<file path="src/design/signed_integer_to_custom_radix_text_unit_defines.svh">
// Assertion macros used by the design file
`ifndef SIGNED_INTEGER_TO_CUSTOM_RADIX_TEXT_UNIT_DEFINES_SVH
`define SIGNED_INTEGER_TO_CUSTOM_RADIX_TEXT_UNIT_DEFINES_SVH

// Consequent must hold in the same cycle as the antecedent
`define SITCRT_ASSERT_SAME(lbl, clk, rst, ante, cons) \
   lbl: assert property (@(posedge clk) disable iff (rst) (ante) |-> (cons)) \
      else $error("same-cycle check failed");

// Consequent must hold in the cycle after the antecedent
`define SITCRT_ASSERT_NEXT(lbl, clk, rst, ante, cons) \
   lbl: assert property (@(posedge clk) disable iff (rst) (ante) |=> (cons)) \
      else $error("next-cycle check failed");

`endif

</file>
<file path="src/design/sitcrt_pkg.sv">
package sitcrt_pkg;

   // Defaults for the top-level parameters
   localparam int ALPHABET_DEPTH_DEF = 256;
   localparam int DIGIT_SLOTS_DEF    = 32;
   localparam int VALUE_BITS_DEF     = 32;

   localparam logic [7:0] SYM_PLUS  = 8'h2B;
   localparam logic [7:0] SYM_MINUS = 8'h2D;

   // Request modes
   localparam logic [1:0] MODE_CLEAR   = 2'd0;
   localparam logic [1:0] MODE_APPEND  = 2'd1;
   localparam logic [1:0] MODE_CONVERT = 2'd2;

   // Conversion sequencer
   typedef enum logic [3:0] {
      ST_IDLE,
      ST_DIV,
      ST_LOOKUP,
      ST_STORE,
      ST_SIGN,
      ST_READ,
      ST_EMIT,
      ST_ERR,
      ST_SCAN_RD,
      ST_SCAN_CMP
   } state_type;

endpackage

</file>
<file path="src/design/signed_integer_to_custom_radix_text_unit.sv">
// An append beat scans the stored symbols for a repeat, skipped when the alphabet is
// already bad, the symbol is a sign or nothing is stored yet.
// A convert beat runs a bit-serial restoring divider for each digit, then emits the sign
// (for a negative value) and the digits.
// One beat at a time: req_ready is low until the scan or the last character is registered.
// Reset (synchronous) empties the alphabet and idles the sequencer; memories keep contents.
`include "signed_integer_to_custom_radix_text_unit_defines.svh"

module signed_integer_to_custom_radix_text_unit #(
   parameter int ALPHABET_DEPTH = sitcrt_pkg::ALPHABET_DEPTH_DEF,
   parameter int DIGIT_SLOTS    = sitcrt_pkg::DIGIT_SLOTS_DEF,
   parameter int VALUE_BITS     = sitcrt_pkg::VALUE_BITS_DEF
) (
   input  logic                         clock,
   input  logic                         reset,
   input  logic                         req_valid,
   output logic                         req_ready,
   input  logic [1:0]                   req_mode,
   input  logic [7:0]                   req_symbol,
   input  logic signed [VALUE_BITS-1:0] req_value,
   output logic                         rsp_valid,
   input  logic                         rsp_ready,
   output logic [7:0]                   rsp_character,
   output logic                         rsp_last,
   output logic                         rsp_invalid_base
);

   localparam int CW = $clog2(ALPHABET_DEPTH + 1);
   localparam int AW = $clog2(ALPHABET_DEPTH);
   localparam int NW = $clog2(DIGIT_SLOTS + 1);
   localparam int DW = $clog2(DIGIT_SLOTS);
   localparam int BW = $clog2(VALUE_BITS);

   // Control state
   sitcrt_pkg::state_type state_ff, state_in;
   logic [CW-1:0]                  count_ff, count_in;
   logic                           bad_ff, bad_in;
   logic                           rsp_valid_ff, rsp_valid_in;

   // Datapath state
   logic [VALUE_BITS-1:0] mag_ff, mag_in;
   logic [CW-1:0]         rem_ff, rem_in;
   logic [BW-1:0]         bit_ff, bit_in;
   logic [NW-1:0]         n_ff, n_in;
   logic                  neg_ff, neg_in;
   logic [7:0]            sym_ff, sym_in;
   logic [7:0]            rsp_char_ff, rsp_char_in;
   logic                  rsp_last_ff, rsp_last_in;
   logic                  rsp_bad_ff, rsp_bad_in;

   // Memories
   logic [7:0] alpha_mem [ALPHABET_DEPTH];
   logic [7:0] dbuf_mem  [DIGIT_SLOTS];
   logic [7:0] alpha_rd_ff;
   logic [7:0] dbuf_rd_ff;
   logic       alpha_we;
   logic       dbuf_we;

   logic              accept;
   logic              rsp_free;
   logic [CW:0]       trial;
   logic [CW:0]       base_ext;
   logic [CW:0]       diff;
   logic              geq;
   logic [NW-1:0]     n_inc;
   logic [NW-1:0]     n_dec;
   logic [DW-1:0]     dbuf_rd_idx;
   logic [CW-1:0]     rem_inc;
   logic [CW-1:0]     count_dec;
   logic              sign_sym;

   assign accept      = req_valid && req_ready;
   assign req_ready   = (state_ff == sitcrt_pkg::ST_IDLE);
   assign rsp_free    = !rsp_valid_ff || rsp_ready;

   // One restoring division step
   assign trial       = {rem_ff, mag_ff[VALUE_BITS-1]};
   assign base_ext    = {1'b0, count_ff};
   assign diff        = trial - base_ext;
   assign geq         = (trial >= base_ext);
   assign n_inc       = n_ff + NW'(1);
   assign n_dec       = n_ff - NW'(1);
   assign dbuf_rd_idx = n_dec[DW-1:0];

   // Repeat scan: rem_ff doubles as the index of the stored symbol being checked
   assign rem_inc     = rem_ff + CW'(1);
   assign count_dec   = count_ff - CW'(1);
   assign sign_sym    = (req_symbol == sitcrt_pkg::SYM_PLUS) ||
                        (req_symbol == sitcrt_pkg::SYM_MINUS);

   // Hold state registers
   always_ff @(posedge clock) begin
      if (reset) begin
         state_ff     <= sitcrt_pkg::ST_IDLE;
         count_ff     <= '0;
         bad_ff       <= 1'b0;
         rsp_valid_ff <= 1'b0;
      end else begin
         state_ff     <= state_in;
         count_ff     <= count_in;
         bad_ff       <= bad_in;
         rsp_valid_ff <= rsp_valid_in;
      end
   end

   always_ff @(posedge clock) begin
      mag_ff      <= mag_in;
      rem_ff      <= rem_in;
      bit_ff      <= bit_in;
      n_ff        <= n_in;
      neg_ff      <= neg_in;
      sym_ff      <= sym_in;
      rsp_char_ff <= rsp_char_in;
      rsp_last_ff <= rsp_last_in;
      rsp_bad_ff  <= rsp_bad_in;
   end

   // Alphabet store: write on append, registered read at the remainder
   always_ff @(posedge clock) begin
      if (alpha_we) begin
         alpha_mem[count_ff[AW-1:0]] <= req_symbol;
      end
      alpha_rd_ff <= alpha_mem[rem_ff[AW-1:0]];
   end

   // Digit buffer: least significant digit first, read back from the top
   always_ff @(posedge clock) begin
      if (dbuf_we) begin
         dbuf_mem[n_ff[DW-1:0]] <= alpha_rd_ff;
      end
      dbuf_rd_ff <= dbuf_mem[dbuf_rd_idx];
   end

   // Sequencer and next values
   always_comb begin
      state_in     = state_ff;
      count_in     = count_ff;
      bad_in       = bad_ff;
      mag_in       = mag_ff;
      rem_in       = rem_ff;
      bit_in       = bit_ff;
      n_in         = n_ff;
      neg_in       = neg_ff;
      sym_in       = sym_ff;
      rsp_char_in  = rsp_char_ff;
      rsp_last_in  = rsp_last_ff;
      rsp_bad_in   = rsp_bad_ff;
      rsp_valid_in = rsp_valid_ff && !rsp_ready;
      alpha_we     = 1'b0;
      dbuf_we      = 1'b0;

      unique case (state_ff)
         sitcrt_pkg::ST_IDLE: begin
            if (accept) begin
               case (req_mode)
                  sitcrt_pkg::MODE_CLEAR: begin
                     count_in = '0;
                     bad_in   = 1'b0;
                  end
                  sitcrt_pkg::MODE_APPEND: begin
                     if (count_ff == CW'(ALPHABET_DEPTH)) begin
                        bad_in = 1'b1;
                     end else begin
                        if (sign_sym) begin
                           bad_in = 1'b1;
                        end
                        alpha_we = 1'b1;
                        count_in = count_ff + CW'(1);
                        sym_in   = req_symbol;
                        rem_in   = '0;
                        // look for a repeat only while the alphabet is still good
                        if (!bad_ff && !sign_sym && count_ff != '0) begin
                           state_in = sitcrt_pkg::ST_SCAN_RD;
                        end
                     end
                  end
                  sitcrt_pkg::MODE_CONVERT: begin
                     if (count_ff < CW'(2) || bad_ff) begin
                        state_in = sitcrt_pkg::ST_ERR;
                     end else begin
                        neg_in   = req_value[VALUE_BITS-1];
                        mag_in   = req_value[VALUE_BITS-1] ? (~req_value + VALUE_BITS'(1))
                                                           : req_value;
                        rem_in   = '0;
                        bit_in   = '0;
                        n_in     = '0;
                        state_in = sitcrt_pkg::ST_DIV;
                     end
                  end
                  default: begin
                  end
               endcase
            end
         end
         sitcrt_pkg::ST_SCAN_RD: begin
            // stored symbol read is registered this cycle
            state_in = sitcrt_pkg::ST_SCAN_CMP;
         end
         sitcrt_pkg::ST_SCAN_CMP: begin
            rem_in = rem_inc;
            if (alpha_rd_ff == sym_ff) begin
               bad_in   = 1'b1;
               state_in = sitcrt_pkg::ST_IDLE;
            end else if (rem_inc == count_dec) begin
               state_in = sitcrt_pkg::ST_IDLE;
            end else begin
               state_in = sitcrt_pkg::ST_SCAN_RD;
            end
         end
         sitcrt_pkg::ST_DIV: begin
            rem_in = geq ? diff[CW-1:0] : trial[CW-1:0];
            mag_in = {mag_ff[VALUE_BITS-2:0], geq};
            bit_in = bit_ff + BW'(1);
            if (bit_ff == BW'(VALUE_BITS - 1)) begin
               state_in = sitcrt_pkg::ST_LOOKUP;
            end
         end
         sitcrt_pkg::ST_LOOKUP: begin
            // symbol read is registered this cycle
            state_in = sitcrt_pkg::ST_STORE;
         end
         sitcrt_pkg::ST_STORE: begin
            dbuf_we = 1'b1;
            n_in    = n_inc;
            rem_in  = '0;
            bit_in  = '0;
            if (mag_ff == '0 || n_inc == NW'(DIGIT_SLOTS)) begin
               state_in = sitcrt_pkg::ST_SIGN;
            end else begin
               state_in = sitcrt_pkg::ST_DIV;
            end
         end
         sitcrt_pkg::ST_SIGN: begin
            if (!neg_ff) begin
               state_in = sitcrt_pkg::ST_READ;
            end else if (rsp_free) begin
               rsp_valid_in = 1'b1;
               rsp_char_in  = sitcrt_pkg::SYM_MINUS;
               rsp_last_in  = 1'b0;
               rsp_bad_in   = 1'b0;
               state_in     = sitcrt_pkg::ST_READ;
            end
         end
         sitcrt_pkg::ST_READ: begin
            // digit read is registered this cycle
            state_in = sitcrt_pkg::ST_EMIT;
         end
         sitcrt_pkg::ST_EMIT: begin
            if (rsp_free) begin
               rsp_valid_in = 1'b1;
               rsp_char_in  = dbuf_rd_ff;
               rsp_last_in  = (n_ff == NW'(1));
               rsp_bad_in   = 1'b0;
               n_in         = n_dec;
               state_in     = (n_ff == NW'(1)) ? sitcrt_pkg::ST_IDLE : sitcrt_pkg::ST_READ;
            end
         end
         sitcrt_pkg::ST_ERR: begin
            if (rsp_free) begin
               rsp_valid_in = 1'b1;
               rsp_char_in  = '0;
               rsp_last_in  = 1'b1;
               rsp_bad_in   = 1'b1;
               state_in     = sitcrt_pkg::ST_IDLE;
            end
         end
         default: begin
            state_in = sitcrt_pkg::ST_IDLE;
         end
      endcase
   end

   assign rsp_valid        = rsp_valid_ff;
   assign rsp_character    = rsp_char_ff;
   assign rsp_last         = rsp_last_ff;
   assign rsp_invalid_base = rsp_bad_ff;

   // Checks
   `SITCRT_ASSERT_SAME(a_err_beat_is_last, clock, reset,
      rsp_valid_ff && rsp_bad_ff, rsp_last_ff && rsp_char_ff == 8'h00)
   `SITCRT_ASSERT_SAME(a_count_in_range, clock, reset,
      1'b1, count_ff <= CW'(ALPHABET_DEPTH))
   `SITCRT_ASSERT_SAME(a_rem_below_base, clock, reset,
      state_ff == sitcrt_pkg::ST_DIV, rem_ff < count_ff)
   `SITCRT_ASSERT_NEXT(a_convert_leaves_idle, clock, reset,
      accept && req_mode == sitcrt_pkg::MODE_CONVERT, state_ff != sitcrt_pkg::ST_IDLE)

endmodule

</file>
<file path="config.mk">
export PLATFORM = sky130hd
export DESIGN_NAME = signed_integer_to_custom_radix_text_unit
export DESIGN_NICKNAME = d
export VERILOG_FILES = /design/src/design/sitcrt_pkg.sv /design/src/design/signed_integer_to_custom_radix_text_unit.sv
export VERILOG_INCLUDE_DIRS = /design/src /design/src/design
export SDC_FILE = /design/constraint.sdc
export NUM_CORES = 2
export LEC_CHECK = 0
export BUFFER_PORTS_ARGS = -buffer_cell sky130_fd_sc_hd__buf_2
export CORE_MARGIN = 1
export CORE_UTILIZATION = 55
export DETAILED_ROUTE_END_ITERATION = 8
export PLACE_DENSITY = 0.73
export SYNTH_ARGS = -nofsm -noshare
export SYNTH_HDL_FRONTEND = slang
export SYNTH_SLANG_ARGS = --single-unit
</file>
<file path="constraint.sdc">
create_clock -name clock -period 9.8 [get_ports clock]
set_clock_uncertainty 0.15 [all_clocks]
set_input_delay 0.98 -clock clock [delete_from_list [all_inputs] [get_ports clock]]
set_output_delay 0.98 -clock clock [all_outputs]
set_load 0.05 [all_outputs]
</file>
==> results.ini <==
[grt]
grt_overflow = 0
grt_pass1_wl_um = 330000
grt_pass1_vias = 47100
grt_max_degree = 161
grt_antenna_before_repair = 13
grtUsageTotal_pct = 26.4

[flow_run]
drv_cap = 2

[detailed_routing]
route.detailed.drc = 0
first_iter_violations = 6458
via_count = 47400
vias_per_cell = 6.62
antenna_left = 0
drtPass1Iterations = 6
wl_per_cell_um = 31.6
wirelength_um = 227000

[cts]
cts_htree_levels = 4
cts_sinks = 2406
root_buffer = clkbuf_16
cts_tree = built
postCtsHoldBufs = 0
postCtsSetupBuffers = 0
numCtsBuffers = 225
cts_buffer_depth = 3
insertion_delay_ns = 0.84
cts.reportedPaths.clkPinSlew_ns = 0.06
cts-resized-gates = 0

[final_layout]
nNetsFinal = 4829
area_growth_pct = 11.0
final_common_cell = edfxtp_1
drive_above_1_share_pct = 22.4
final_cell_mix = edfxtp_1, mux4_2, nor2_1
final_area_um2 = 105000

[sta]
post-route-period-util_pct = 55.3
maxSlewViolCount = 11
setup_slack_ns = 4.38
setup_viol = 0
rsz0062_at_grt = no
slew_headroom_pct = -2.09
hold_violations = 0
max_slew.worst_pin.slew_ns = 1.53
timing.setup.tns_ns = 0
whs_ns = 0.336
clock.fmax_mhz = 185
min_period_ns = 5.42

[min_path]
min_from = reset
min_path_cells = 2
hp-class = input port to flip-flop
whs_endpoint = state_ff[0]

[setup_path]
arrival_ns = 5.72
max_stage_delay_ns = 1.06
cp_max_fo = 31
rr_worst_depth = 9
slowest_stage = and2_2
path_class = flip-flop to flip-flop
path_cells = inv_1 > ha_1 > or3b_2 > nor3_4 > a21oi_2 > and2_2 > nand4_2 > buf_4 > nor2_1
r2r-end = alpha_mem[109][4]
r2r_slack_ns = 4.38
setup.worst_path.end_class = flip-flop
r2r_start = count_ff[0]
start_kind = flip-flop
cp.required_ns = 10.10

[synth]
async_reset_ff_share_pct = 0
synth_cell_type_count = 71
synth_seq_cells = 2406
avgSynthCellArea_um2 = 20.3
synthCells = 4657
synth_edf_count = 2375
ys_warn_count = 0
ys_seq_area_share_pct = 76.1
syn_nets = 4726
synthesis.area_um2 = 94600
synthFlopType = edfxtp_1

[power_and_ir_drop]
ir_drop_uv = 177
p_leak_uw = 0.0321
powerDensity_nw_per_um2 = 214

[placement]
place_ws_ns = 4.58
port_buffers = 57
finalWeightedCongestion = 0.877
place_area_um2 = 97200
dpl.hpwl_um = 135000

[floorplanning]
die_y_um = 417
start_util_pct = 55.6
die_area_um2 = 174000
coreArea_um2 = 170000
rows = 151
die_w_um = 417
pin_count = 58

[status]
outcome = finished with violations
violations = capacitance limit, slew limit

[cells by family (layout without fill, tap and decap cells)]
| family | after synthesis | in the layout | share of synthesized area (%) |
|---|---|---|---|
| mux | 658 | 658 | 14.5 |
| compound gates | 473 | 473 | 3.33 |
| simple gates | 726 | 726 | 3.56 |
| other cells | 0 | 3 | 0 |
| flops | 2406 | 2406 | 76.1 |
| fa+ha+maj | 23 | 23 | 0.312 |
| xor+xnor | 77 | 77 | 0.713 |
| buf+inv | 294 | 588 | 1.55 |
[critical path, delay by kind of cell (launching register included)]
family,cells,cell delay (ns)
and+or+nand+nor,5,3.00
buffers and inverters,2,0.69
DFF,1,0.53
AOI/OAI and AO/OA,1,0.34
adders and majority gates,1,0.32
[stage by stage]
| stage | instances | util [%] | power, uW |
|---|---|---|---|
| after global routing | 7170 | 61.7 | 23000 |
| final | 7172 | 61.7 | 22400 |
| after detailed placement | 6751 | 57.2 | 13600 |
| after floorplan | 4657 | - | 12900 |
| after CTS | 7169 | 61.7 | 22500 |
| after global placement | 6750 | 57.2 | 13600 |
[routing by layer]
metal	vias up	global-route usage, %	part of all wire, %
li1	19500	-	-
met1	24600	37.2	38
met2	2860	40.3	47
met3	465	6.62	11
met4	14	9.53	3.8
met5	-	0	0.045
[cell usage after synthesis (5+ instances only)]
cell type	number	area, um^2
edfxtp_1	2375	71300
mux4_2	566	12700
nor2_1	332	1250
a22oi_1	154	1160
nand2_1	137	514
clkbuf_1	105	394
a21oi_1	98	490
mux2i_1	83	831
o21ai_0	71	355
buf_2	61	305
nand3_1	59	295
buf_4	53	398
xor2_1	48	420
nor4_1	44	275
buf_1	41	154
o22ai_1	39	244
dfxtp_1	31	621
nor3_1	31	155
xnor2_1	29	254
o211ai_1	27	203
nand4_1	24	150
ha_1	22	275
nor2b_1	21	131
inv_1	20	75.1
a221oi_1	19	166
nand2b_1	14	87.6
buf_6	11	124
and3_1	10	62.6
o31ai_1	10	75.1
or3_1	10	62.6
and2_1	9	56.3
mux2_2	9	101
o2111ai_1	8	70.1
a22o_1	6	52.6
nand3b_1	5	37.5
o21a_1	5	37.5
[how the worst max path moves through the flow]
stage,start,to,cells after the start
final,count_ff[0],alpha_mem[109][4],9
after global routing,rem_ff[2],alpha_rd_ff[5],9
after CTS,count_ff[0],alpha_mem[109][4],9
after detailed placement,rem_ff[2],alpha_rd_ff[3],9
after global placement,rem_ff[2],alpha_rd_ff[3],9
after floorplan,req_mode[0],rem_ff[0],4
[layout make-up]
type	count	area (um^2)
Tap cell	2218	2780
Sequential cell	2406	71900
Fill cell	11300	65100
Multi-Input combinational cell	1957	21300
Timing Repair Buffer	147	1160
Antenna cell	3	7.51
Inverter	23	86.3
Clock buffer	266	5870
Clock inverter	152	1860
[power breakdown]
part	internal, uW	total [uW]	switching (uW)
registers	11500	11500	42.7
logic	667	1890	1220
clock network	5160	9020	3860
total	17300	22400	5130
[registers in the layout, indices dropped and copies added (netlist names)]
name and flops:
count_ff 9, rsp_valid 1, rem_ff 9, n_ff 6, alpha_mem 2048, dbuf_mem 256
alpha_rd_ff 8, sym_ff 8, dbuf_rd_ff 8, rsp_last 1, bit_ff 5, mag_ff 32
neg_ff 1, bad_ff 1, state_ff 4, rsp_invalid_base 1, rsp_character 8
Power figures use the tool's default switching activity.
